[src/rtl/ret_pkg.sv]
// Shared types and constants for the radar echo trail ager.
// Used by ret_age_ram, ret_engine and radar_echo_trail_ager_unit.
`default_nettype none

package ret_pkg;

   localparam int AGE_W    = 4;
   localparam int ECHO_W   = 8;
   localparam int SPOKE_W  = 11;
   localparam int RADIUS_W = 9;
   localparam int LEN_W    = 10;

   localparam logic KIND_ECHO  = 1'b0;
   localparam logic KIND_CLEAR = 1'b1;

   localparam logic [1:0] REG_STRONG  = 2'd0;
   localparam logic [1:0] REG_WEAK    = 2'd1;
   localparam logic [1:0] REG_RECOLOR = 2'd2;

   localparam logic [7:0] STRONG_RESET = 8'd200;
   localparam logic [7:0] WEAK_RESET   = 8'd50;

   typedef enum logic [2:0] {
      ST_WIPE,
      ST_IDLE,
      ST_LOOKUP,
      ST_EMIT,
      ST_TAIL
   } ret_state_type;

   typedef struct packed {
      logic [ECHO_W-1:0] strong_threshold;
      logic [ECHO_W-1:0] weak_threshold;
      logic              recolour_enable;
   } ret_cfg_type;

endpackage

`default_nettype wire

[src/rtl/ret_engine.sv]
// Sequencer for the trail ager: read-modify-write of one age, tail and full sweeps,
// result register. Depends on ret_pkg; drives the ports of ret_age_ram.
`default_nettype none

module ret_engine #(
   parameter int SPOKE_COUNT = 2048,
   parameter int SPOKE_CELLS = 512,
   parameter int AGE_LIMIT   = 15,
   parameter int ADDR_W      = 20
) (
   input  wire logic                          clock,
   input  wire logic                          reset,
   input  wire ret_pkg::ret_cfg_type          cfg,
   input  wire logic                          req_tvalid,
   output logic                               req_tready,
   input  wire logic                          req_kind,
   input  wire logic [ret_pkg::SPOKE_W-1:0]   req_spoke,
   input  wire logic [ret_pkg::RADIUS_W-1:0]  req_radius,
   input  wire logic [ret_pkg::ECHO_W-1:0]    req_echo,
   input  wire logic [ret_pkg::LEN_W-1:0]     req_len,
   output logic                               rsp_tvalid,
   input  wire logic                          rsp_tready,
   output logic      [ret_pkg::ECHO_W-1:0]    rsp_echo,
   output logic      [ret_pkg::AGE_W-1:0]     rsp_age,
   output logic                               rsp_recolour,
   output logic                               wr_en,
   output logic      [ADDR_W-1:0]             wr_addr,
   output logic      [ret_pkg::AGE_W-1:0]     wr_data,
   output logic                               rd_en,
   output logic      [ADDR_W-1:0]             rd_addr,
   input  wire logic [ret_pkg::AGE_W-1:0]     rd_data
);

   localparam int STORE  = SPOKE_COUNT * SPOKE_CELLS;
   localparam int CELL_W = $clog2(SPOKE_CELLS);
   localparam int AGE_CAP = (AGE_LIMIT < 15) ? AGE_LIMIT : 15;
   localparam logic [ADDR_W-1:0] STORE_LAST = ADDR_W'(STORE - 1);
   localparam logic [ADDR_W-1:0] CELLS_A    = ADDR_W'(SPOKE_CELLS);
   localparam logic [CELL_W-1:0] CELL_LAST  = CELL_W'(SPOKE_CELLS - 1);
   localparam logic [ret_pkg::AGE_W-1:0] AGE_CAP_V = ret_pkg::AGE_W'(AGE_CAP);

   ret_pkg::ret_state_type state_ff, state_in;
   logic [ADDR_W-1:0]            addr_ff, addr_in;
   logic [CELL_W-1:0]            cell_ff, cell_in;
   logic [ret_pkg::ECHO_W-1:0]   echo_ff, echo_in;
   logic                         tail_ff, tail_in;
   logic                         rsp_valid_ff, rsp_valid_in;
   logic [ret_pkg::ECHO_W-1:0]   rsp_echo_ff;
   logic [ret_pkg::AGE_W-1:0]    rsp_age_ff, rsp_age_in;
   logic                         rsp_flag_ff, rsp_flag_in;
   logic                         load_out;
   logic                         slot_free;
   logic                         in_range;
   logic                         tail_cond;
   logic [ADDR_W-1:0]            req_addr;
   logic [ret_pkg::AGE_W-1:0]    new_age;

   assign slot_free = !rsp_valid_ff || rsp_tready;
   assign in_range  = (32'(req_spoke) < SPOKE_COUNT) && (32'(req_radius) < SPOKE_CELLS);
   assign tail_cond = ({1'b0, req_radius} + 10'd1) >= req_len;
   assign req_addr  = ADDR_W'(req_spoke) * CELLS_A + ADDR_W'(req_radius);

   always_comb begin
      if (echo_ff >= cfg.strong_threshold) begin
         new_age = ret_pkg::AGE_W'(1);
      end else if (rd_data != '0 && rd_data < AGE_CAP_V) begin
         new_age = rd_data + ret_pkg::AGE_W'(1);
      end else begin
         new_age = rd_data;
      end
   end

   always_comb begin
      state_in    = state_ff;
      addr_in     = addr_ff;
      cell_in     = cell_ff;
      echo_in     = echo_ff;
      tail_in     = tail_ff;
      wr_en       = 1'b0;
      wr_addr     = addr_ff;
      wr_data     = '0;
      rd_en       = 1'b0;
      rd_addr     = req_addr;
      req_tready  = 1'b0;
      load_out    = 1'b0;
      rsp_age_in  = '0;
      rsp_flag_in = 1'b0;
      case (state_ff)
         ret_pkg::ST_WIPE: begin
            wr_en = 1'b1;
            if (addr_ff == STORE_LAST) begin
               state_in = ret_pkg::ST_IDLE;
            end else begin
               addr_in = addr_ff + ADDR_W'(1);
            end
         end
         ret_pkg::ST_IDLE: begin
            req_tready = 1'b1;
            if (req_tvalid) begin
               echo_in = req_echo;
               addr_in = req_addr;
               cell_in = CELL_W'(req_radius);
               tail_in = in_range && tail_cond;
               if (req_kind == ret_pkg::KIND_CLEAR) begin
                  addr_in  = '0;
                  state_in = ret_pkg::ST_WIPE;
               end else if (in_range && !tail_cond) begin
                  rd_en    = 1'b1;
                  state_in = ret_pkg::ST_LOOKUP;
               end else begin
                  state_in = ret_pkg::ST_EMIT;
               end
            end
         end
         ret_pkg::ST_LOOKUP: begin
            if (slot_free) begin
               load_out    = 1'b1;
               rsp_age_in  = new_age;
               rsp_flag_in = cfg.recolour_enable && (echo_ff < cfg.weak_threshold);
               wr_en       = 1'b1;
               wr_data     = new_age;
               state_in    = ret_pkg::ST_IDLE;
            end
         end
         ret_pkg::ST_EMIT: begin
            if (slot_free) begin
               load_out = 1'b1;
               state_in = tail_ff ? ret_pkg::ST_TAIL : ret_pkg::ST_IDLE;
            end
         end
         ret_pkg::ST_TAIL: begin
            wr_en = 1'b1;
            if (cell_ff == CELL_LAST) begin
               state_in = ret_pkg::ST_IDLE;
            end else begin
               addr_in = addr_ff + ADDR_W'(1);
               cell_in = cell_ff + CELL_W'(1);
            end
         end
         default: begin
            state_in = ret_pkg::ST_IDLE;
         end
      endcase
   end

   assign rsp_valid_in = load_out || (rsp_valid_ff && !rsp_tready);

   always_ff @(posedge clock) begin
      if (reset) begin
         state_ff     <= ret_pkg::ST_WIPE;
         addr_ff      <= '0;
         rsp_valid_ff <= 1'b0;
      end else begin
         state_ff     <= state_in;
         addr_ff      <= addr_in;
         rsp_valid_ff <= rsp_valid_in;
      end
   end

   always_ff @(posedge clock) begin
      cell_ff <= cell_in;
      echo_ff <= echo_in;
      tail_ff <= tail_in;
      if (load_out) begin
         rsp_echo_ff <= echo_ff;
         rsp_age_ff  <= rsp_age_in;
         rsp_flag_ff <= rsp_flag_in;
      end
   end

   assign rsp_tvalid   = rsp_valid_ff;
   assign rsp_echo     = rsp_echo_ff;
   assign rsp_age      = rsp_age_ff;
   assign rsp_recolour = rsp_flag_ff;

   a_lookup_after_read: assert property (@(posedge clock) disable iff (reset)
      (state_ff == ret_pkg::ST_LOOKUP) |->
         ($past(rd_en) || $past(state_ff == ret_pkg::ST_LOOKUP)))
      else $error("lookup without a pending read");

   a_no_overwrite: assert property (@(posedge clock) disable iff (reset)
      load_out |-> slot_free)
      else $error("result register overwritten");

   a_tail_end: assert property (@(posedge clock) disable iff (reset)
      (state_ff == ret_pkg::ST_TAIL && cell_ff == CELL_LAST) |=>
         (state_ff == ret_pkg::ST_IDLE))
      else $error("tail sweep overran the spoke");

   a_age_cap: assert property (@(posedge clock) disable iff (reset)
      rsp_valid_ff |-> (rsp_age_ff <= AGE_CAP_V))
      else $error("age above limit");

endmodule

`default_nettype wire

[config.mk]
export PLATFORM = sky130hd
export DESIGN_NAME = ret_engine
export DESIGN_NICKNAME = d
export VERILOG_FILES = /design/src/rtl/ret_pkg.sv /design/src/rtl/ret_engine.sv
export SDC_FILE = /design/constraint.sdc
export NUM_CORES = 1
export LEC_CHECK = 0
export BUFFER_PORTS_ARGS = -buffer_cell sky130_fd_sc_hd__buf_4
export CAP_MARGIN = 20
export CORE_MARGIN = 2
export CORE_UTILIZATION = 50
export CTS_BUF_LIST = sky130_fd_sc_hd__clkbuf_8
export DETAILED_ROUTE_END_ITERATION = 16
export PLACE_DENSITY_LB_ADDON = 0.08
export SETUP_SLACK_MARGIN = 0.15
export SLEW_MARGIN = 20
export SYNTH_ARGS = -nofsm -noshare
export SYNTH_HDL_FRONTEND = slang
export SYNTH_SLANG_ARGS = --single-unit
[constraint.sdc]
create_clock -name clock -period 2.9 [get_ports clock]
set_input_delay 0.29 -clock clock [delete_from_list [all_inputs] [get_ports clock]]
set_output_delay 0.29 -clock clock [all_outputs]
set_load 0.01 [all_outputs]
==> impl_metrics.env, run 1 <==
export IMPL_drv_cap=0
export IMPL_finalSetupViolations=0
export IMPL_drv_slew=0
export IMPL_synthTopCellsByArea="edfxtp_1 (24%), dfxtp_1 (12%), ha_1 (10%), a21oi_1 (4.1%), buf_4 (4.1%)"
export IMPL_yosys_cell_types_count=58
export IMPL_syn_area_per_cell_um2=9.05
export IMPL_detail_route_wirelength_mm=10.2
export IMPL_worst_slew_pin_slew_ps=915
export IMPL_vdd_drop_max_mv=0.199
export IMPL_drc_errors=0
export IMPL_place_congestion=0.872
export IMPL_ios=125
export IMPL_crit_path_max_fanout=3
export IMPL_globalRouteOverflowTotal=0
export IMPL_drive_gt1_share_pct=30.2
export IMPL_wire_per_inst_um=15.9
export IMPL_cts_tree="done"
export IMPL_fin_nets=631
export IMPL_dr_pass1_iters=4
export IMPL_cts_buffers=5
export IMPL_synth_fp_nets=525
export IMPL_synth_area_mm2=0.00389
export IMPL_worst_slack_ps=111
export IMPL_period_needed_ps=2790
export IMPL_gr_usage_all_layers_pct=24.0
export IMPL_start_kind="register"
export IMPL_synth_top_area_share_pct=23.9
export IMPL_port_buffers=124
export IMPL_detailedPlace_worstSlack_ps=221
export IMPL_synth_edf_count=31
export IMPL_final_common_cell="buf_4"
export IMPL_hpwl_mm=7.57
export IMPL_synthFlopType="edfxtp_1"
export IMPL_die_w_um=92.2
export IMPL_die_area_mm2=0.00850
export IMPL_grt_pass1_wl_mm=16.5
export IMPL_path_clk_slew_ps=100
export IMPL_antenna_found_initial=0
export IMPL_instances_no_fill=639
export IMPL_yosys_warnings=0
export IMPL_cts_hold_buf=0
export IMPL_cts_max_level=2
export IMPL_critPathBufInv=2
export IMPL_drt_iter0_drc=164
export IMPL_clock_sinks=55
export IMPL_setup_tns_ps=0
export IMPL_maxSlewHeadroom_pct=38.5
export IMPL_yosysTopAreaCell="edfxtp_1"
export IMPL_placed_cell_area_mm2=0.00475
export IMPL_layout_common_cells="buf_4 (137), inv_1 (33), a21oi_1 (32)"
export IMPL_clk_latency_ps=310
export IMPL_cpPeakStageDelay_ps=420
export IMPL_post_route_util_pct=64.0
export IMPL_grt_max_degree=24
export IMPL_timing_critical_path_mode_cell="a211o_1"
export IMPL_stdcell_area_mm2=0.00489
export IMPL_crit_path_top_delay_cell="edfxtp_1"
export IMPL_vias_per_cell=5.77
export IMPL_rows=32
export IMPL_power_density_mw_per_mm2=301
export IMPL_cp_arrival_ps=2500
export IMPL_worst_setup_path_type="reg2out"
export IMPL_ant_nets=0
export IMPL_r2r_setup_slack_ps=400
export IMPL_hp_class="in2reg"
export IMPL_num_antenna_cells=0
export IMPL_syn_inst=430
export IMPL_crit_path_end_kind="output pin"
export IMPL_grt_pass1_vias=3468
export IMPL_coreArea_mm2=0.00765
export IMPL_cp_required_ps=2610
export IMPL_min_period_over_period_pct=96.2
export IMPL_hold_violations=0
export IMPL_cp_cell_sequence="inv_1, ha_1, nand2b_4, a211o_1, a211o_1, a211o_1, a211oi_2, buf_4"
export IMPL_synth_seq_cells=55
export IMPL_status="complete, no violations"
export IMPL_place_inst=627
export IMPL_dieHeight_um=92.2
export IMPL_p_leak_nw=2.13
export IMPL_clock_skew_ps=17.5
export IMPL_worst_path_dominant_cell_family="compound AO/OA/AOI/OAI gates"
export IMPL_clk_path_buf_depth=2
export IMPL_synthToLayoutAreaGrowth_pct=25.8
export IMPL_initial_core_util_pct=50.9
export IMPL_vias=3685
export IMPL_cts_root_buf="clkbuf_8"
export IMPL_postSynth_asyncResetShare_pct=0
export IMPL_seq_area_frac_synth_pct=36.3
export IMPL_clock_fmax_mhz=359
export IMPL_rsz0062_at_grt="yes"
[registers in the layout, indices dropped and copies added, names as in the netlist]
name	count
echo_ff	8
state_ff	3
cell_ff	9
rsp_echo	8
rsp_tvalid	1
rsp_age	4
tail_ff	1
rsp_recolour	1
wr_addr	20
[final timing paths]
path	start	endpoint	depth (start not counted)
setup / recovery	echo_ff[0]	wr_data[1]	8
hold / removal	req_echo[2]	echo_ff[2]	1
setup reg to reg	cell_ff[0]	wr_addr[18]	8
hold reg to reg	echo_ff[3]	rsp_echo[3]	0
[Yosys cell counts (all sizes together) (4+ instances only)]
| library cell | n |
|---|---|
| a211oi | 6 |
| a21o | 8 |
| a21oi | 32 |
| a22oi | 4 |
| a31oi | 10 |
| and3 | 13 |
| buf | 31 |
| clkbuf | 7 |
| dfxtp | 24 |
| edfxtp | 31 |
| ha | 31 |
| inv | 32 |
| nand2 | 29 |
| nand2b | 8 |
| nand3 | 24 |
| nand4 | 4 |
| nor2 | 31 |
| nor2b | 4 |
| nor3 | 9 |
| nor4 | 4 |
| o21ai | 8 |
| o311ai | 12 |
| o31ai | 15 |
| xnor2 | 10 |
| xor2 | 6 |
[power by group]
group	internal [W]	switching [W]	total, W
sequential	0.000822	0.00000568	0.000828
combinational	0.000124	0.000110	0.000234
clock	0.000165	0.000246	0.000411
total	0.00111	0.000361	0.00147
[cell type report]
type,count,area [um^2]
sequential,55,1410
clock buffer,5,68.8
tap,102,128
multi-input combinational,305,2120
inverter,32,120
fill,671,2750
clock inverter,3,13.8
timing repair buffer,137,1030
[layer usage]
metal / global-route usage, % / part of all wire (%) / up-vias
li1: - / - / 1794
met1: 31.6 / 42 / 1730
met2: 40.2 / 49 / 144
met3: 3.62 / 7.1 / 17
met4: 8.71 / 1.9 / 0
met5: 0 / 0 / -
[worst reg2reg max path: stages, from the launching register on]
cell      delay [ps]
edfxtp_1         430
ha_1             250
nand3_1          160
nor2_1            70
ha_1             210
o22ai_1          190
nor2b_1          490
nand2_4          250
o32ai_1          360
[cell families after synthesis]
| logic type | count (synthesis) | share of synthesized area [%] |
|---|---|---|
| AOI/OAI and AO/OA | 117 | 20.7 |
| xor gates and xnor gates | 16 | 3.60 |
| and+or+nand+nor | 139 | 19.0 |
| adders and majority gates | 31 | 9.97 |
| DFF | 55 | 36.3 |
| buffers and inverters | 70 | 9.84 |
| muxes | 2 | 0.579 |
[stage by stage]
step	hold slack (ps)	power, W
after floorplan	389	0.000959
after global placement	452	0.00107
after detailed placement	469	0.00107
after CTS	146	0.00148
after global routing	134	0.00155
final	153	0.00147
[repair_timing]
| action | CTS | global route |
|---|---|---|
| gates resized for setup | 3 | 2 |
| pin swaps | 1 | 0 |
| buffers inserted | 1 | 3 |
| endpoints found under the setup margin | 3 | 4 |
No activity file was read; power rests on OpenSTA's default activity.
==> run 2: changes to the inputs <==
--- a/config.mk
+++ b/config.mk
@@ -8,12 +8,11 @@
 export BUFFER_PORTS_ARGS = -buffer_cell sky130_fd_sc_hd__buf_4
 export CAP_MARGIN = 20
 export CORE_MARGIN = 2
-export CORE_UTILIZATION = 50
+export CORE_UTILIZATION = 55
 export CTS_BUF_LIST = sky130_fd_sc_hd__clkbuf_8
 export DETAILED_ROUTE_END_ITERATION = 16
 export PLACE_DENSITY_LB_ADDON = 0.08
 export SETUP_SLACK_MARGIN = 0.15
-export SLEW_MARGIN = 20
 export SYNTH_ARGS = -nofsm -noshare
 export SYNTH_HDL_FRONTEND = slang
 export SYNTH_SLANG_ARGS = --single-unit
==> constraint.sdc (replaced) <==
create_clock -name clock -period 3.5 [get_ports clock]
set_input_delay 0.35 -clock clock [delete_from_list [all_inputs] [get_ports clock]]
set_output_delay 0.35 -clock clock [all_outputs]
set_load 0.01 [all_outputs]
==> run 2 against run 1 <==
Against the previous run:
- setup slack improved by 500 ps
- highest routed layer unchanged
- final cell count fell by 2.5%
- via count fell by 0.52%
- first-iteration DRC count rose by 54%
- sequential share of layout area rose by 0.37 points
- non-clock buffer count fell by 10
- sequential power fell by 17%
- count of clock-buffer cells in the layout did not move
- clock skew fell by 9.0 ps
- sequential cell count did not move
==> impl_metrics.env, run 2 (same netlist as run 1, synthesis figures left out) <==
export IMPL_drv_slew=0
export IMPL_drive_gt1_share_pct=28.1
export IMPL_vias_per_cell=5.88
export IMPL_ant_nets=0
export IMPL_synthToLayoutAreaGrowth_pct=24.3
export IMPL_vias=3666
export IMPL_ios=125
export IMPL_cpPeakStageDelay_ps=410
export IMPL_drc_errors=0
export IMPL_timing_critical_path_mode_cell="a211o_1"
export IMPL_crit_path_end_kind="output pin"
export IMPL_place_congestion=0.874
export IMPL_p_leak_nw=2.09
export IMPL_dr_wl_met2_mm=4.86
export IMPL_hold_violations=0
export IMPL_post_route_util_pct=70.8
export IMPL_initial_core_util_pct=56.9
export IMPL_grt_pass1_vias=3357
export IMPL_layout_common_cells="buf_4 (127), inv_1 (32), a21oi_1 (32)"
export IMPL_min_period_over_period_pct=82.7
export IMPL_vdd_drop_max_mv=0.242
export IMPL_port_buffers=124
export IMPL_dr_pass1_iters=5
export IMPL_cts_hold_buf=0
export IMPL_num_antenna_cells=0
export IMPL_cts_root_buf="clkbuf_8"
export IMPL_drt_met1_wl_mm=4.03
export IMPL_crit_path_top_delay_cell="edfxtp_1"
export IMPL_route_met3_wl_um=851
export IMPL_r2r_setup_slack_ps=910
export IMPL_setup_tns_ps=0
export IMPL_cts_buffers=5
export IMPL_status="complete, no violations"
export IMPL_antenna_found_initial=0
export IMPL_drv_cap=0
export IMPL_path_clk_slew_ps=90
export IMPL_cp_required_ps=3150
export IMPL_clk_latency_ps=310
export IMPL_cts_resized=0
export IMPL_drt_iter0_drc=252
export IMPL_dieHeight_um=88.1
export IMPL_grt_max_degree=32
export IMPL_clock_fmax_mhz=346
export IMPL_rsz0062_at_grt="no"
export IMPL_coreArea_mm2=0.00683
export IMPL_rows=30
export IMPL_cp_arrival_ps=2540
export IMPL_clock_skew_ps=8.55
export IMPL_clock_sinks=55
export IMPL_r2r_cells=5
export IMPL_wire_per_inst_um=15.8
export IMPL_highest_layer="met4"
export IMPL_hp_class="in2reg"
export IMPL_fin_nets=621
export IMPL_clk_path_buf_depth=2
export IMPL_gr_usage_all_layers_pct=25.5
export IMPL_start_kind="register"
export IMPL_placed_cell_area_mm2=0.00470
export IMPL_cts_setup_buffers=0
export IMPL_grt_pass1_wl_mm=15.8
export IMPL_die_w_um=88.1
export IMPL_worst_slew_pin_slew_ps=797
export IMPL_power_w=0.00136
export IMPL_worst_setup_path_type="reg2out"
export IMPL_cts_max_level=2
export IMPL_maxSlewHeadroom_pct=46.6
export IMPL_finalSetupViolations=0
export IMPL_power_density_mw_per_mm2=282
export IMPL_largest_reg_flops=20
export IMPL_min_path_cells=1
export IMPL_globalRouteOverflowTotal=0
export IMPL_die_area_mm2=0.00776
export IMPL_cts_tree="done"
export IMPL_detail_route_wirelength_mm=9.87
export IMPL_period_needed_ps=2890
export IMPL_crit_path_max_fanout=3
export IMPL_final_common_cell="buf_4"
export IMPL_stdcell_area_mm2=0.00483
export IMPL_hpwl_mm=7.38
export IMPL_cp_cell_sequence="inv_1, ha_1, nand2b_1, a211o_1, a211o_1, a211o_1, a211oi_1, buf_4"
[run 2: changes by cell type in the layout (fill, tap and decap cells not counted), sizes merged]
| cell | before | now |
|---|---|---|
| buf | 137 | 127 |
| inv | 35 | 33 |
| bufinv | 0 | 2 |
[run 2: report_power, final]
| part | internal (W) | total, W | switching, W |
|---|---|---|---|
| clock | 0.000283 | 0.000491 | 0.000208 |
| combinational | 0.000100 | 0.000188 | 0.0000876 |
| sequential | 0.000681 | 0.000686 | 0.00000472 |
[run 2: area by class of cell]
type                            instances  area (um^2)
Sequential cell                        55         1410
Inverter                               32          120
Clock inverter                          3         63.8
Timing Repair Buffer                  127          953
Tap cell                               96          120
Fill cell                             575         2000
Multi-Input combinational cell        305         2100
Clock buffer                            5         68.8
[run 2: worst max-delay path, delay by kind of cell, from the launching register on]
family,cells,cell delay (ps)
adders and majority gates,1,210
AOI/OAI and AO/OA,4,1220
DFF,1,410
buffers and inverters,2,260
and+or+nand+nor,1,140
[run 2: per-layer routing]
layer	up-vias	global-route usage [%]
li1	1786	-
met1	1664	34.0
met3	14	3.68
met2	202	43.6
met4	0	6.61
met5	-	0
[run 2: metrics by stage]
| step | std cells | setup WS, ps | hold WS, ps |
|---|---|---|---|
| after floorplan | 430 | 1080 | 441 |
| after global placement | 615 | 765 | 454 |
| after detailed placement | 615 | 677 | 458 |
| after CTS | 623 | 569 | 207 |
| after global routing | 623 | 404 | 196 |
| final | 623 | 606 | 215 |
[run 2: worst paths after layout]
| check | from | to |
|---|---|---|
| worst max-delay path | echo_ff[0] | wr_data[1] |
| worst min-delay path | req_echo[0] | echo_ff[0] |
| worst max register to register | state_ff[0] | cell_ff[5] |
| worst min register to register | echo_ff[0] | rsp_echo[0] |
